`src/rtl/core/eucm_pkg.sv`:
```
package eucm_pkg;

   localparam int ALPHA_W    = 17;
   localparam int BETA_W     = 24;
   localparam int FOCAL_W    = 32;
   localparam int CENTER_W   = 32;
   localparam int CSR_IDX_W  = 3;
   localparam int CSR_DATA_W = 32;

   // quotient bits kept by the divider; quotients above 2^(QUOT_BITS-1) are capped
   localparam int QUOT_BITS  = 51;

   localparam logic [ALPHA_W-1:0]  ALPHA_ONE    = 17'd65536;
   localparam logic [ALPHA_W-1:0]  ALPHA_RST    = 17'd32768;
   localparam logic [BETA_W-1:0]   BETA_RST     = 24'd65536;
   localparam logic [FOCAL_W-1:0]  FOCAL_RST    = 32'd32768000;
   localparam logic [CENTER_W-1:0] CENTER_U_RST = 32'd20971520;
   localparam logic [CENTER_W-1:0] CENTER_V_RST = 32'd15728640;

   typedef enum logic [CSR_IDX_W-1:0] {
      REG_ALPHA    = 3'd0,
      REG_BETA     = 3'd1,
      REG_FOCAL_U  = 3'd2,
      REG_FOCAL_V  = 3'd3,
      REG_CENTER_U = 3'd4,
      REG_CENTER_V = 3'd5
   } csr_reg_type;

   // side flags carried by each divider lane, u and v
   typedef struct packed {
      logic den_zero;
      logic ovf;
      logic neg;
   } div_side_type;

endpackage

```
`src/rtl/core/eucm_div_cell.sv`:
```
module eucm_div_cell #(
   parameter int DW  = 63,
   parameter int SBW = 3
) (
   input  logic           clock,
   input  logic           reset,
   input  logic           adv,
   input  logic           in_valid,
   input  logic [DW-1:0]  in_rem,
   input  logic [eucm_pkg::QUOT_BITS-1:0] in_num,
   input  logic [DW-1:0]  in_den,
   input  logic [SBW-1:0] in_side,
   output logic           out_valid,
   output logic [DW-1:0]  out_rem,
   output logic [eucm_pkg::QUOT_BITS-1:0] out_num,
   output logic [DW-1:0]  out_den,
   output logic [SBW-1:0] out_side
);
   import eucm_pkg::*;

   logic                 valid_ff;
   logic [DW-1:0]        rem_ff, rem_in, den_ff;
   logic [QUOT_BITS-1:0] num_ff, num_in;
   logic [SBW-1:0]       side_ff;
   logic [DW:0]          cur;
   logic                 ge;

   // numerator bits shift out at the top, quotient bits shift in at the bottom
   always_comb begin
      cur    = {in_rem, in_num[QUOT_BITS-1]};
      ge     = (cur >= {1'b0, in_den});
      rem_in = ge ? DW'(cur - {1'b0, in_den}) : cur[DW-1:0];
      num_in = {in_num[QUOT_BITS-2:0], ge};
   end

   always_ff @(posedge clock) begin
      if (reset) begin
         valid_ff <= 1'b0;
      end else if (adv) begin
         valid_ff <= in_valid;
      end
   end

   always_ff @(posedge clock) begin
      if (adv) begin
         rem_ff  <= rem_in;
         num_ff  <= num_in;
         den_ff  <= in_den;
         side_ff <= in_side;
      end
   end

   assign out_valid = valid_ff;
   assign out_rem   = rem_ff;
   assign out_num   = num_ff;
   assign out_den   = den_ff;
   assign out_side  = side_ff;
endmodule

```
`config.mk`:
```
export PLATFORM = sky130hd
export DESIGN_NAME = eucm_div_cell
export DESIGN_NICKNAME = d
export VERILOG_FILES = /design/src/rtl/core/eucm_pkg.sv /design/src/rtl/core/eucm_div_cell.sv
export SDC_FILE = /design/constraint.sdc
export NUM_CORES = 1
export LEC_CHECK = 0
export BUFFER_PORTS_ARGS = -buffer_cell sky130_fd_sc_hd__buf_2
export CORE_MARGIN = 2
export CORE_UTILIZATION = 46
export CTS_CLUSTER_SIZE = 24
export DETAILED_ROUTE_END_ITERATION = 7
export PLACE_DENSITY = 0.75
export SLEW_MARGIN = 20
export SYNTH_ARGS = -nofsm -noshare
export SYNTH_HDL_FRONTEND = slang
export SYNTH_SLANG_ARGS = --single-unit
```
`constraint.sdc`:
```
create_clock -name clock -period 7.25 [get_ports clock]
set_clock_uncertainty 0.1 [all_clocks]
set_input_delay 1.0875 -clock clock [delete_from_list [all_inputs] [get_ports clock]]
set_output_delay 1.0875 -clock clock [all_outputs]
set_load 0.1 [all_outputs]
```
==> metrics.txt <==
Seq/Total Area, Yosys 0.532; Initial DRC Count 672; ys async rst share 0; cell repeated most along the worst path o211ai_1; RSZ-0062 raised after global routing false; first-pass GRT wire length 43,800 um; Area Overhead vs Synth 25.8%; Max stage delay on crit path 0.52 ns; input/output buffers 364; final instance area 12,800 um2; Max FO, Critical Path 4; average wire per standard cell 17.7 um; initial antenna violation count 1; FF/Latch Area 5430 um2; synth unique cells 70; Final Power 0.00368 W; clock slew at reported path FFs 0.08 ns; vias 8,551; Synth top area share 0.530; Leakage 5.62 nW; Die Y 153 um; warning count from the yosys run 0; vias in the first global route 8,212; CTS tree yes; hold_ws 0.404 ns; Crit path max-delay family compound AO/OA/AOI/OAI gates; WP buf/inv 2; layout cells sized above 1 0.321; Final #Nets 1,561; CTS Hold Bufs 0; pwr/cell area 287 nW/um2; Die X-Extent 153 um; Die Area 23,400 um2; post-CTS setup buffer count 0; met3 Use GR 0.0556; Multi-input gate area 4270 um2; post-synthesis cell count 964; Num CTS Buffers 17; fmax 236 MHz; CP Class input port to register; crit path DAT 4.29 ns; Filler cells 1,925; fin crit share 0.585; cell taking the most area after synthesis edfxtp_1; row cnt 54; Routed Antenna Nets 0; Overall Global Routing Usage 0.237; main flop type after synthesis edfxtp_1; maximum vdd drop 0.179 mV; commonest non-fill, non-tap cells in the layout 363 x buf_2, 180 x edfxtp_1, 118 x nand2_1; met1 Track Usage GR 0.301; GRT Max-Usage Layer met2; worst-margin pin slew 0.960 ns; most common cell after layout, fill and taps aside buf_2; GRT overflow 0; met2 Use GR 0.404; H-tree lvl count 4; Initial Util 0.468; final number of hold-violating endpoints 0; min Tclk post-route 4.24 ns; Slowest cell on crit path o41ai_2; I/O pins 365; first drt pass iteration count 4; syn_nets 1,212; final slew viol count 0; Max-slew headroom 0.360; Routed WL 28,400 um; CP endpoint kind register; Clock Latency Late Sink 0.43 ns; Avg Cell Area, Syn 10.6 um2; Placed Area 12,200 um2; TNS Setup 0 ns; Clock Tree Buf Depth 2; Post-synth EDFFs 180; Synth area leaders edfxtp_1 53%, ha_1 7.7%, o21ai_0 4.7%; Residual DRC 0; Final Setup Violations 0; Worst Path Required 7.30 ns; post-CTS sizing 0; core area 21,800 um2; cell area after synthesis 10,200 um2; crit start category input port; number of synthesized register bits 181; clk sinks 181; GP Congestion 0.927; Hold Crit Class register to register; Max-Cap Viols 0; Vias/cell 5.32; largest net degree at the start of global routing 105; crit path cell chain buf_2 -> inv_1 -> ha_1 -> fa_1 -> nand2b_1 -> a21oi_1 -> o211ai_1 -> o211ai_1 -> o211ai_1 -> and2_4 -> o41ai_2 -> a31oi_2 -> mux2i_1 -> o31ai_1; Clock Tree Root clkbuf_16; DP HPWL 22,500 um; status finished clean
## metal layers
layer  vias up  share of wire  wire, um
met5         -              0         0
met2       313           0.49     13900
met4         0          0.022       623
met1      3996           0.42     12000
met3        34          0.069      1960
li1       4208              -         -
## final cells by class
class | instances | share of cell area
Sequential cell | 181 | 0.423
Multi-Input combinational cell | 658 | 0.333
Timing Repair Buffer | 367 | 0.145
Clock buffer | 18 | 0.0335
Tap cell | 280 | 0.0273
Inverter | 88 | 0.0258
Clock inverter | 14 | 0.0122
Antenna cell | 1 | 0.000195
## registers in the layout (all words and copies together) (netlist names)
name,count
out_den,63
out_rem,63
out_num,51
out_side,3
out_valid,1
## power breakdown
group	switching, W	leakage (nW)	internal, W
clock	0.000456	0.284	0.000465
combinational	0.00117	3.57	0.000277
sequential	0.0000267	1.77	0.00129
## per-stage QoR
stage / worst slack (ns) / instances / util
6_report: 3.01 / 1607 / 0.589
5_1_grt: 2.83 / 1607 / 0.589
4_1_cts: 3.05 / 1606 / 0.589
3_5_place_dp: 2.64 / 1574 / 0.562
3_3_place_gp: 2.66 / 1574 / 0.562
2_1_floorplan: 3.45 / 964 / -
## synth_stat cells, types with 2 or more instances
| master | instances |
|---|---|
| and2_1 | 3 |
| o311ai_0 | 2 |
| clkbuf_1 | 21 |
| nor2_2 | 2 |
| nor2_1 | 44 |
| a21oi_1 | 80 |
| o221ai_1 | 3 |
| o21bai_2 | 2 |
| buf_2 | 15 |
| o21ai_0 | 96 |
| inv_1 | 87 |
| nor2b_1 | 6 |
| a21boi_1 | 2 |
| nand4_1 | 23 |
| a211oi_2 | 2 |
| o211ai_1 | 8 |
| a31oi_1 | 3 |
| xnor2_1 | 32 |
| o21bai_1 | 16 |
| ha_1 | 63 |
| o21ai_1 | 13 |
| nand2b_1 | 6 |
| mux2_2 | 2 |
| nand2_1 | 118 |
| nor3_1 | 14 |
| and3_1 | 5 |
| o21a_1 | 10 |
| o211a_1 | 2 |
| a21oi_2 | 2 |
| o31ai_1 | 4 |
| edfxtp_1 | 180 |
| nand3_1 | 12 |
| xor2_1 | 25 |
| or3_1 | 2 |
| mux2i_1 | 2 |
| a21o_1 | 15 |
| a211oi_1 | 9 |
## final timing paths
kind,start,end,slack (ns),depth (start not counted)
setup / recovery,in_num[50],out_rem[58]$_DFFE_PP_,3.01,14
hold / removal,out_valid$_SDFFE_PP0P_,out_valid$_SDFFE_PP0P_,0.40,2
setup reg to reg,out_valid$_SDFFE_PP0P_,out_valid$_SDFFE_PP0P_,6.56,2
hold reg to reg,out_valid$_SDFFE_PP0P_,out_valid$_SDFFE_PP0P_,0.40,2
## kinds of logic (layout without fill, tap and decap cells)
kind of cell	after synthesis	in the layout	share of synthesized area
AOI/OAI and AO/OA	287	287	0.175
xor gates and xnor gates	57	57	0.0490
adders and majority gates	64	64	0.0793
buffers and inverters	125	487	0.0486
DFF	181	181	0.532
muxes	5	5	0.00528
other	0	1	0
and+or+nand+nor	245	245	0.110
## worst min-delay path, delay by kind of cell, from the launching register on
kind,cells,cell delay [ns]
mux,1,0.06
simple gates,1,0.08
flops,1,0.33
No activity file was read; power rests on OpenSTA's default activity.
