--- config.mk ---
export PLATFORM = sky130hd
export DESIGN_NAME = eucm_sqrt_cell
export DESIGN_NICKNAME = d
export VERILOG_FILES = /design/src/rtl/core/eucm_sqrt_cell.sv
export SDC_FILE = /design/constraint.sdc
export NUM_CORES = 1
export LEC_CHECK = 0
export BUFFER_PORTS_ARGS = -buffer_cell sky130_fd_sc_hd__buf_2
export CORE_AREA = 3 3 222 224
export CTS_BUF_LIST = sky130_fd_sc_hd__clkbuf_4
export CTS_CLUSTER_DIAMETER = 150
export DETAILED_ROUTE_END_ITERATION = 10
export DIE_AREA = 0 0 225 227
export GPL_TIMING_DRIVEN = 0
export SYNTH_ARGS = -nofsm -noshare
export SYNTH_HDL_FRONTEND = slang
export SYNTH_SLANG_ARGS = --single-unit
--- constraint.sdc ---
create_clock -name clock -period 6 [get_ports clock]
set_input_delay 0.3 -clock clock [delete_from_list [all_inputs] [get_ports clock]]
set_output_delay 0.3 -clock clock [all_outputs]
set_load 0.03 [all_outputs]
--- src/rtl/core/eucm_sqrt_cell.sv ---
module eucm_sqrt_cell #(
   parameter int QW  = 90,
   parameter int RW  = 45,
   parameter int SBW = 99
) (
   input  logic           clock,
   input  logic           reset,
   input  logic           adv,
   input  logic           in_valid,
   input  logic [QW-1:0]  in_rad,
   input  logic [RW+1:0]  in_rem,
   input  logic [RW-1:0]  in_root,
   input  logic [SBW-1:0] in_side,
   output logic           out_valid,
   output logic [QW-1:0]  out_rad,
   output logic [RW+1:0]  out_rem,
   output logic [RW-1:0]  out_root,
   output logic [SBW-1:0] out_side
);
   logic           valid_ff;
   logic [QW-1:0]  rad_ff, rad_in;
   logic [RW+1:0]  rem_ff, rem_in;
   logic [RW-1:0]  root_ff, root_in;
   logic [SBW-1:0] side_ff;
   logic [RW+3:0]  cur, trial;
   logic           take;

   always_comb begin
      cur     = {in_rem, in_rad[QW-1:QW-2]};
      trial   = {2'b00, in_root, 2'b01};
      take    = (cur >= trial);
      rem_in  = take ? (RW+2)'(cur - trial) : cur[RW+1:0];
      root_in = {in_root[RW-2:0], take};
      rad_in  = {in_rad[QW-3:0], 2'b00};
   end

   always_ff @(posedge clock) begin
      if (reset) begin
         valid_ff <= 1'b0;
      end else if (adv) begin
         valid_ff <= in_valid;
      end
   end

   always_ff @(posedge clock) begin
      if (adv) begin
         rad_ff  <= rad_in;
         rem_ff  <= rem_in;
         root_ff <= root_in;
         side_ff <= in_side;
      end
   end

   assign out_valid = valid_ff;
   assign out_rad   = rad_ff;
   assign out_rem   = rem_ff;
   assign out_root  = root_ff;
   assign out_side  = side_ff;
endmodule

==> results of run 1 <==
[cells in the final DEF (no fill, tap or decap), types with 31 or more instances in the layout]
| cell | count |
|---|---|
| a21oi_1 | 46 |
| buf_2 | 568 |
| clkbuf_4 | 114 |
| dlygate4sd3_1 | 283 |
| edfxtp_1 | 279 |
| ha_1 | 47 |
| inv_1 | 61 |
| nand2_1 | 76 |
| nor2_1 | 31 |
| o21ai_0 | 60 |
[logic make-up after synthesis]
family                   count (synthesis)  synth area share
AO/OA/AOI/OAI                          194             0.106
XOR/XNOR                                44            0.0326
adder cells (fa/ha/maj)                 47            0.0498
buffers and inverters                   86            0.0288
flip-flops                             280             0.711
multiplexers                             6           0.00551
other                                    1          0.000318
AND/OR/NAND/NOR                        169            0.0658
[final timing paths]
kind	startpoint	to	slack (ns)
setup / recovery	in_rem[24]	out_rem[45]$_DFFE_PP_	1.84
hold / removal	in_root[9]	out_root[10]$_DFFE_PP_	0.21
setup reg to reg	out_valid$_SDFFE_PP0P_	out_valid$_SDFFE_PP0P_	4.85
hold reg to reg	out_valid$_SDFFE_PP0P_	out_valid$_SDFFE_PP0P_	1.06
[power breakdown]
part / switching, mW / total (mW) / leakage, nW / internal [mW]
logic: 0.871 / 1.33 / 5.07 / 0.463
registers: 0.0485 / 2.42 / 2.74 / 2.37
clock network: 0.890 / 1.85 / 0.600 / 0.960
total: 1.81 / 5.60 / 8.41 / 3.79
[flip-flops by register name, summed over array words and instances, names as in the netlist]
register	cells
out_side	99
out_rad	88
out_rem	47
out_root	45
out_valid	1
[area by class of cell]
| cell class | instances | area [um2] | share of cell area |
|---|---|---|---|
| flip-flops and latches | 280 | 8400 | 0.434 |
| repair buffers | 849 | 5720 | 0.296 |
| multi-input cells | 462 | 3070 | 0.159 |
| clock buffers | 114 | 856 | 0.0443 |
| well taps | 615 | 769 | 0.0398 |
| inverters | 61 | 229 | 0.0118 |
| clock inverters | 24 | 159 | 0.00822 |
| plain buffers | 25 | 111 | 0.00576 |
| diodes | 7 | 17.5 | 0.000906 |
[through the flow]
| step | cell area (um2) | worst slack [ns] |
|---|---|---|
| global placement | 15400 | 0.480 |
| detailed placement | 15500 | 1.91 |
| global route | 19300 | 1.56 |
| finish | 19300 | 1.84 |
| floorplan | 11800 | 3.05 |
| CTS | 19300 | 1.82 |
[critical path: cells and delay by family]
kind                       cells  cell delay (ns)
adders and majority gates      1             0.26
buffers and inverters          5             2.15
and+or+nand+nor                4             1.44
AOI/OAI and AO/OA              4             0.50
[routing by layer]
| layer | vias up | share of wire | GRT usage |
|---|---|---|---|
| li1 | 5016 | - | - |
| met1 | 5255 | 0.36 | 0.211 |
| met2 | 472 | 0.50 | 0.346 |
| met3 | 138 | 0.074 | 0.0649 |
| met4 | 20 | 0.061 | 0.116 |
| met5 | - | 0.0025 | 0 |
==> key figures, run 1 <==
Run status
  • Status: complete, no violations

Floorplanning
  • Die Width: 225 um
  • Initial core utilization: 0.248
  • DIE AREA: 51100 um2
  • Die Ht: roughly 230 um
  • Core footprint: 47500 um2
  • Std-Cell Rows: 80
  • I/O pin total: 567

STA
  • Least-Margin Pin Slew: 0.813 ns
  • Setup TNS: 0 ns
  • Worst Hold Margin: 0.206 ns
  • Final hold viol count: 0
  • Skew final: 0 ns
  • Setup violators final: 0
  • FMAX: 240 MHz
  • Slew HR: 0.453
  • Slew Limit Fails: 0
  • Tmin final: 4.16 ns
  • Final Cycle Share: 0.693
  • RSZ-0062 raised after global routing: false

Worst hold path
  • Worst hold stages: 2
  • Hold Crit Class: in2reg

Placement
  • Placed Instances: 2009
  • Port bufs: 564
  • Hpwl dp: 39300 um
  • GP Congestion: 0.854

Flow run
  • Max-cap violations: 0

Yosys
  • Post-synth EDFFs: 279
  • Synth Register Bits: 280
  • Top cells by count, synth: 279 x edfxtp_1, 76 x nand2_1, 61 x inv_1
  • Share of the synthesized area in the top cell type: 0.710
  • Cell with the most instances after synthesis: edfxtp_1
  • Avg Inst Size Synth: 14.3 um2
  • Post-synthesis sequential area ratio: 0.711
  • Synth unique cells: 63
  • Ys flop type: edfxtp_1
  • YS warnings: 0
  • Top post-synthesis cells by area: edfxtp_1 71%, ha_1 5.0%, o21ai_0 2.5%
  • Area of the mapped netlist: 11800 um2
  • Async set-reset flop share out of synthesis: 0
  • Most area-hungry cell type in the Yosys netlist: edfxtp_1
  • Syn Inst Count: 827

Layout
  • Layout fillers: between 4000 and 5000
  • Fraction of layout cells with a size suffix above 1: 0.392
  • Final cell count without fillers: between 2000 and 2500
  • Area delta synth->final: 63.7%
  • Final core occ: 0.407
  • Final net count: 2093

Clock tree
  • CTS resizes: 0
  • CTS Buf Count: 82
  • Post CTS Setup Buffer Count: 0
  • Hold_buf cts: 283
  • CTS Root Cell: clkbuf_4
  • Clock Latency Late Sink: 0.77 ns
  • H-tree levels: 3
  • Clk buf depth: 3
  • Reg clk slew, reported paths: 0.05 ns
  • CTS tree: built
  • Clock sink count: 280

Routing
  • Routed WL: approximately 53000 um
  • Vias: about 11000
  • Wire length per cell: 21.8 um
  • DR pass1 iterations: 4
  • Number of DRC markers in iteration 0: between 500 and 600
  • DRC viols: 0
  • Via density: 4.47
  • ANT nets after route: 0

Worst setup path
  • Max stage delay on crit path: 0.71 ns
  • Crit-path cells: dlygate4sd3_1 > buf_2 > ha_1 > clkbuf_1 > nand4_1 > nor4_1 > and4_1 > nor3_1 > o21ai_0 > a21oi_1 > o211ai_1 > dlygate4sd3_1 > o21ai_0 > dlygate4sd3_1
  • CP Max Fanout: 8
  • R2R depth: 3
  • CP Launch Type: input port
  • Crit Path Category: in2reg
  • Data required, critical path: 6.52 ns
  • CP Capture Type: register
  • Most used cell, CP: dlygate4sd3_1
  • Worst Path Arrival: 4.68 ns
  • CP max stage cell: nor4_1

GRT
  • Largest net degree at the start of global routing: 108
  • Antenna violations before repair: 17
  • Overall routing resource usage: 0.198
  • Vias in the first global route: about 11000
  • GRT overflow: 0
  • First-pass GRT wire length: 73900 um

Pwr
  • Cell Pwr Density: 290 nW/um2
  • Total power: 5.60 mW
  • Peak supply drop: roughly 0.14 mV
  • P_leak: 8.41 nW
(Power assumes the default switching activity.)
==> run 2, diff against run 1 <==
- clock period: 6 -> 3.7 ns (I/O delays scaled with it)
==> key figures, run 2 (same netlist as run 1, synthesis figures left out) <==
STA
  • FMAX: just under 300 MHz
  • Setup violators final: 0 (unchanged)
  • Final Cycle Share: 0.924
  • Setup TNS: 0 ns (unchanged)
  • Final hold viol count: 0 (unchanged)
  • Tmin final: 3.42 ns
  • Slew HR: 0.531 (+0.0781)
  • RSZ-0062 raised after global routing: false
  • Slew Limit Fails: 0 (unchanged)
  • Final setup margin: 0.283 ns (-1.56 ns)
  • Least-Margin Pin Slew: 0.703 ns (-0.110 ns)
  • Skew final: 0 ns (unchanged)

Worst setup path
  • Critical path launch point: in_root[18]
  • WP buf/inv: 4 (-1)
  • Crit-path cells: dlygate4sd3_1 > buf_2 > inv_1 > ha_1 > a21oi_1 > o21ai_0 > a211oi_1 > o211ai_1 > nor3_1 > nor2_1 > o21ai_2 > clkbuf_1 > o21ai_0
  • CP max stage cell: dlygate4sd3_1
  • End point of the critical path: out_rem[32]$_DFFE_PP_
  • Crit Reg-Reg Startpoint: out_valid$_SDFFE_PP0P_
  • Max stage delay on crit path: 0.61 ns (-0.10 ns)
  • Crit path max-delay family: compound AO/OA/AOI/OAI gates
  • Data required, critical path: 4.15 ns (-2.37 ns)
  • Stages on the worst setup path: 13 (-1)
  • Worst Path Arrival: 3.87 ns (-0.81 ns)
  • R2R depth: 3 (unchanged)
  • CP Launch Type: input port
  • FF-to-FF setup slack: 2.53 ns (-2.32 ns)
  • RR Endpoint: out_valid$_SDFFE_PP0P_
  • CP Max Fanout: 10 (+2)
  • CP Capture Type: register
  • Most used cell, CP: o21ai_0
  • Crit Path Category: in2reg

Pwr
  • P_sw: 2.95 mW (+63%)
  • P_int: 6.20 mW (+63%)
  • Clock power share: 0.328 (-0.002)
  • Combinational share of power: 0.242 (+0.004)
  • Peak supply drop: 0.224 mV (+62%)
  • P_leak: 8.67 nW (+3.2%)
  • Flop pwr share: 0.429 (-0.003)
  • Cell Pwr Density: 458 nW/um2 (+58%)
  • Total power: 9.15 mW (+63%)
  • Sw frac: 0.323 (about the same)

Routing
  • Wire length per cell: 21.7 um (-0.51%)
  • DRC viols: 0 (unchanged)
  • Number of DRC markers in iteration 0: 500 (-6.4%)
  • ANT nets after route: 0 (unchanged)
  • Routed WL: 54100 um (+2.1%)
  • DR pass1 iterations: 4 (unchanged)
  • Vias: 11200 (+2.4%)
  • Via density: 4.47 (-0.13%)

Clock tree
  • CTS Buf Count: 82 (unchanged)
  • Clock Latency Late Sink: 0.77 ns (about the same)
  • Clock sink count: 280 (unchanged)
  • Reg clk slew, reported paths: 0.06 ns (about the same)
  • H-tree levels: 3 (unchanged)
  • Clk buf depth: 3 (unchanged)
  • CTS Root Cell: clkbuf_4
  • CTS tree: built
  • Post CTS Setup Buffer Count: 0 (unchanged)

Placement
  • GP Congestion: 0.854 (unchanged)
  • Hpwl dp: 39300 um (unchanged)
  • Port bufs: 564 (unchanged)
  • Pre-CTS WS: -0.277 ns (-2.19 ns)

Floorplanning
  • Core footprint: 47500 um2 (unchanged)
  • Die Ht: 227 um (unchanged)
  • Initial core utilization: 0.248 (unchanged)
  • DIE AREA: 51100 um2 (unchanged)
  • I/O pin total: 567 (unchanged)
  • Std-Cell Rows: 80 (unchanged)
  • Die Width: 225 um (unchanged)

GRT
  • Overall routing resource usage: 0.203 (+0.00472)
  • GRT overflow: 0 (unchanged)
  • Largest net degree at the start of global routing: 108 (unchanged)
  • Vias in the first global route: 11800 (+4.4%)
  • Antenna violations before repair: 16 (-1)
  • First-pass GRT wire length: 75900 um (+2.7%)

Layout
  • Area delta synth->final: 69.2%
  • Commonest non-fill, non-tap cell in the layout: buf_2
  • Fraction of layout cells with a size suffix above 1: 0.381 (-0.0114)
  • Final core occ: 0.420 (+0.0134)
  • Most frequent cells in the layout: 567 x buf_2, 345 x dlygate4sd3_1, 279 x edfxtp_1, 114 x clkbuf_4, 76 x nand2_1
  • Final net count: 2155 (+3.0%)
  • Number of flip-flops in the largest register: 99 (unchanged)
  • Layout fillers: 4499 (-1.3%)

Worst hold path
  • Hold Crit Class: in2reg
  • Hold Path Origin: in_side[23]

Flow run
  • Max-cap violations: 0 (unchanged)

Run status
  • Status: complete, no violations
run 2: cell count changes in the layout (fill, tap and decap cells not counted), sizes merged:
cell	previous run	this run
dlygate4sd3	283	345
diode	7	8
run 2: through the flow:
| step | cells | hold slack (ns) | instance area, um2 |
|---|---|---|---|
| 2_1_floorplan | 828 | 0.257 | 11800 |
| 3_3_place_gp | 2007 | 0.351 | 15400 |
| 3_5_place_dp | 2009 | 0.358 | 15500 |
| 4_1_cts | 2492 | 0.00108 | 19900 |
| 5_1_grt | 2497 | 0.00731 | 20000 |
| 6_report | 2500 | 0.115 | 20000 |
run 2: worst min-delay path by stage:
stage	endpoint	depth (start not counted)
final	out_side[23]$_DFFE_PP_	2
after global placement	out_valid$_SDFFE_PP0P_	2
after global routing	out_rad[62]$_DFFE_PP_	2
after detailed placement	out_valid$_SDFFE_PP0P_	2
after CTS	out_side[12]$_DFFE_PP_	2
after floorplan	out_valid$_SDFFE_PP0P_	1
run 2: cell type report:
cell class	instances	area [um2]	share of cell area
Sequential cell	280	8400	0.420
Timing Repair Buffer	911	6340	0.318
Multi-Input combinational cell	462	3080	0.154
Clock buffer	114	856	0.0429
Tap cell	615	769	0.0385
Inverter	61	229	0.0115
Clock inverter	24	159	0.00796
Buffer	25	115	0.00576
Antenna cell	8	20.0	0.00100
run 2: power groups by stage:
stage | logic (mW) | clock network [mW] | registers (mW)
3_3_place_gp | 1.89 | 0 | 4.01
6_report | 2.22 | 3.00 | 3.93
4_1_cts | 2.22 | 3.13 | 3.92
2_1_floorplan | 0.498 | 0 | 4.61
3_5_place_dp | 1.90 | 0 | 3.98
5_1_grt | 2.36 | 3.30 | 3.95
run 2: routing by layer:
layer	track usage	share of wire	vias to the layer above
li1	-	-	5141
met1	0.214	0.36	5347
met2	0.343	0.48	504
met3	0.0662	0.075	160
met4	0.148	0.080	16
met5	0	0.0020	-
run 2: worst register-to-register path, cell delays in order (launching register included):
cell and delay, ns:
dfxtp_1 0.31, mux2i_1 0.13, nor2_1 0.06, dlygate4sd3_1 0.55
run 2: repair_timing:
item	CTS	global route
hold buffers	345	0
gates resized for setup	0	6
endpoints found under the setup margin	0	46
endpoints found under the hold margin	353	0
